$ cat config.mk
export PLATFORM = sky130hd
export DESIGN_NAME = u64hm_fold
export DESIGN_NICKNAME = d
export VERILOG_FILES = /design/src/rtl/core/u64hm_pkg.sv /design/src/rtl/core/u64hm_fold.sv
export SDC_FILE = /design/constraint.sdc
export NUM_CORES = 1
export LEC_CHECK = 0
export CAP_MARGIN = 10
export CORE_MARGIN = 2
export CORE_UTILIZATION = 30
export DETAILED_ROUTE_END_ITERATION = 10
export DONT_BUFFER_PORTS = 1
export GPL_ROUTABILITY_DRIVEN = 0
export GPL_TIMING_DRIVEN = 1
export PLACE_DENSITY_LB_ADDON = 0.25
export SETUP_SLACK_MARGIN = 0.5
export SYNTH_ARGS = -nofsm -noshare
export SYNTH_HDL_FRONTEND = slang
export SYNTH_SLANG_ARGS = --single-unit
$ cat constraint.sdc
create_clock -name vclk -period 0.9
set_clock_uncertainty 0.1 [all_clocks]
set_input_delay 0.18 -clock vclk [all_inputs]
set_output_delay 0.18 -clock vclk [all_outputs]
set_load 0.005 [all_outputs]
$ cat src/rtl/core/u64hm_pkg.sv
package u64hm_pkg;

   localparam int KEY_W     = 64;
   localparam int VAL_W     = 32;
   localparam int KIND_W    = 2;
   localparam int STATUS_W  = 3;
   localparam int COUNT_W   = 12;

   localparam int BUCKETS_DEFAULT = 256;
   localparam int WAYS_DEFAULT    = 8;

   typedef logic [KIND_W-1:0]   kind_type;
   typedef logic [STATUS_W-1:0] status_type;

   localparam kind_type KIND_GET    = 2'd0;
   localparam kind_type KIND_SET    = 2'd1;
   localparam kind_type KIND_REMOVE = 2'd2;
   localparam kind_type KIND_CLEAR  = 2'd3;

   localparam status_type STATUS_HIT       = 3'd0;
   localparam status_type STATUS_INSERTED  = 3'd1;
   localparam status_type STATUS_NOT_FOUND = 3'd2;
   localparam status_type STATUS_FULL      = 3'd3;
   localparam status_type STATUS_CLEARED   = 3'd4;

endpackage

$ cat src/rtl/core/u64hm_fold.sv
module u64hm_fold #(
   parameter int BUCKETS = u64hm_pkg::BUCKETS_DEFAULT,
   parameter int BKT_W   = 8
) (
   input  logic [u64hm_pkg::KEY_W-1:0] key,
   output logic [BKT_W-1:0]            bucket
);
   import u64hm_pkg::*;

   localparam int NCH   = (KEY_W + BKT_W - 1) / BKT_W;
   localparam int PAD_W = NCH * BKT_W;

   logic [PAD_W-1:0] padded;
   logic [BKT_W-1:0] folded;

   // xor the key down in bucket-index sized chunks, then one reduce step
   always_comb begin
      padded = PAD_W'(key);
      folded = '0;
      for (int c = 0; c < NCH; c++) begin
         folded = folded ^ padded[c*BKT_W +: BKT_W];
      end
      if ({1'b0, folded} >= (BKT_W+1)'(BUCKETS)) begin
         bucket = BKT_W'({1'b0, folded} - (BKT_W+1)'(BUCKETS));
      end else begin
         bucket = folded;
      end
   end

endmodule

==> out/qor.yml <==
first_global_vias: 290
sequential_cell_area_um2: 0
seq_cells: 0
synth_xor_xnor_area_share_pct: 100
ioPinCount: 72
post-cts-setup-buffers: 0
grt_max_degree: 2
fraction_of_the_mapped_netlist_area_in_compound_gates_pct: 0
end_kind: "output pin"
initial_cell_density_of_the_core_pct: 32.2
syn_inst: 56
synth_top_area_share_pct: 85.7
timing.setup.tns_ps: -441
antenna_cells_inserted: 0
comb_power_share_pct: 100.0
nNetsFinal: 122
cp.required_ps: 620
share_of_synthesized_cell_area_in_full_adder_half_adder_and_majority_cells_pct: 0
syn_nets: 120
relative_slew_margins_pct: 86.0
violations: "setup timing"
clockBufferCount: 0
drive_above_1_share_pct: 41.1
critical_path.startpoint_type: "input pin"
achievable_clock_frequency_ghz: 1.02
switching_share_pct: 38.1
report.final.setup_viol: 8
place.detailed.hpwl_um: 730
seq_power_share_pct: 0
report.final.slew_viol_count: 0
hold_viol: 0
fp-row-count: 14
worst_slew_pin_slew_ps: 208
p_sw_w: 0.000212
yosys-mux-area-fraction_pct: 0
worst_hold_startpoint: "key[26]"
synth_cell_type_count: 2
outcome: "finished with violations"
core_region_area_um2: 1520
buffer_ports.inserted: 0
pwr_density_cell_nw_per_um2: 788
vias: 361
drt_pass1_iterations: 2
hold-path-endpoint: "bucket[2]"
internal_power_w: 0.000344
critical_path.cell_chain: "xor2_4 -> xnor2_2 -> xnor2_1"
die_y_um: 44.4
ys.warnings.count: 0
critPathBufInv: 0
hold_path.class: "input pin to output pin"
timing.final.crit_share_pct: 109
unrepaired_setup_endpoints_after_global_routing: "true"
die-width_um: 44.4
post_drt_via_cell_ratio: 5.01
yosysTopAreaCell: "sky130_fd_sc_hd__xnor2_1"
whs_path_depth: 3
critical-path-top-delay-family: "XOR/XNOR gates"
worst_ep_arrival_time_ps: 700
yosysMostFrequentCell: "sky130_fd_sc_hd__xnor2_1"
worstSetupPathDepth: 3
pre_cts_slack_ps: -70.5
synth.cell_area_um2: 490
max_cap_viols: 0
cp_max_fo: 1
quantity_of_hold_fixing_buffers_added_after_cts: 0
post_synth_most_frequent_cells: "sky130_fd_sc_hd__xnor2_1 (48), sky130_fd_sc_hd__xor2_1 (8)"
wl_um: 878
grt_first_pass_wirelength_mm: 1.04
initialDrtViolationCount: 1
drc_errors: 0
route.detailed.wl_per_inst_um: 12.2
ant_nets: 0
grtUsageTotal_pct: 6.38
worst_ir_drop_vdd_v: 0.000322
die-area_um2: 1970
synth-seq-area-share_pct: 0
post-route-min-period_ps: 984
slowest_stage: "sky130_fd_sc_hd__xnor2_1"
yosys-top-cells-area: "sky130_fd_sc_hd__xnor2_1 (86%), sky130_fd_sc_hd__xor2_1 (14%)"
synth_top_family_by_area: "XOR/XNOR gates"
critPathKind: "input pin to output pin"
grt_antenna_before_repair: 0
residual_overflow_from_global_routing: 0
yosys.area_share.simple_pct: 0
share_clk_of_total_power_pct: 0
layout.core_utilization_pct: 46.3
static-leakage-power_nw: 0.249
worst_slack_ps: -84.1
cpPeakStageDelay_ps: 220
synthToLayoutAreaGrowth_pct: 43.9
avgSynthCellArea_um2: 8.76
==> routing by layer <==
metal | part of all wire (%) | GRT usage (%) | wire length (um)
met5 | 0 | 0 | 0
met1 | 19 | 6.39 | 171
met4 | 0 | 0 | 0
met2 | 63 | 14.4 | 554
met3 | 17 | 0.408 | 152
==> through the flow <==
step	hold WS, ps	std cells	power, W	instance area [um^2]
floorplan	538	56	0.000434	490
global placement	552	72	0.000469	510
detailed placement	554	72	0.000472	510
CTS	558	72	0.000486	541
global route	559	72	0.000601	706
finish	524	72	0.000556	706
==> worst max path at each step <==
stage	start	to	slack, ps
after floorplan	key[48]	bucket[0]	-10
after global placement	key[17]	bucket[1]	-70
after detailed placement	key[9]	bucket[1]	-70
after CTS	key[9]	bucket[1]	-70
after global routing	key[33]	bucket[1]	-120
final	key[49]	bucket[1]	-80
==> what timing repair did <==
item | 4_1_cts | 5_1_grt
endpoints found under the setup margin | 8 | 8
gates resized for setup | 4 | 21
pin swaps | 3 | 14
==> power groups by stage <==
| stage | Sequential, W | Clock [W] | Combinational, W |
|---|---|---|---|
| final | 0 | 0 | 0.000556 |
| after global routing | 0 | 0 | 0.000601 |
| after CTS | 0 | 0 | 0.000486 |
| after detailed placement | 0 | 0 | 0.000472 |
| after global placement | 0 | 0 | 0.000469 |
| after floorplan | 0 | 0 | 0.000434 |
==> cell type report <==
cell class | instances | area (um^2)
fillers | 141 | 818
multi-input cells | 56 | 686
well taps | 16 | 20.0
==> layout by cell type, fill, tap and decap left out <==
cell / netlist / layout
sky130_fd_sc_hd__xnor2_1: 48 / 29
sky130_fd_sc_hd__xnor2_2: 0 / 19
sky130_fd_sc_hd__xor2_1: 8 / 4
sky130_fd_sc_hd__xor2_4: 0 / 2
sky130_fd_sc_hd__xor2_2: 0 / 2
==> cell families after synthesis <==
family | after synthesis
xor gates and xnor gates | 56
Power figures use the tool's default switching activity.
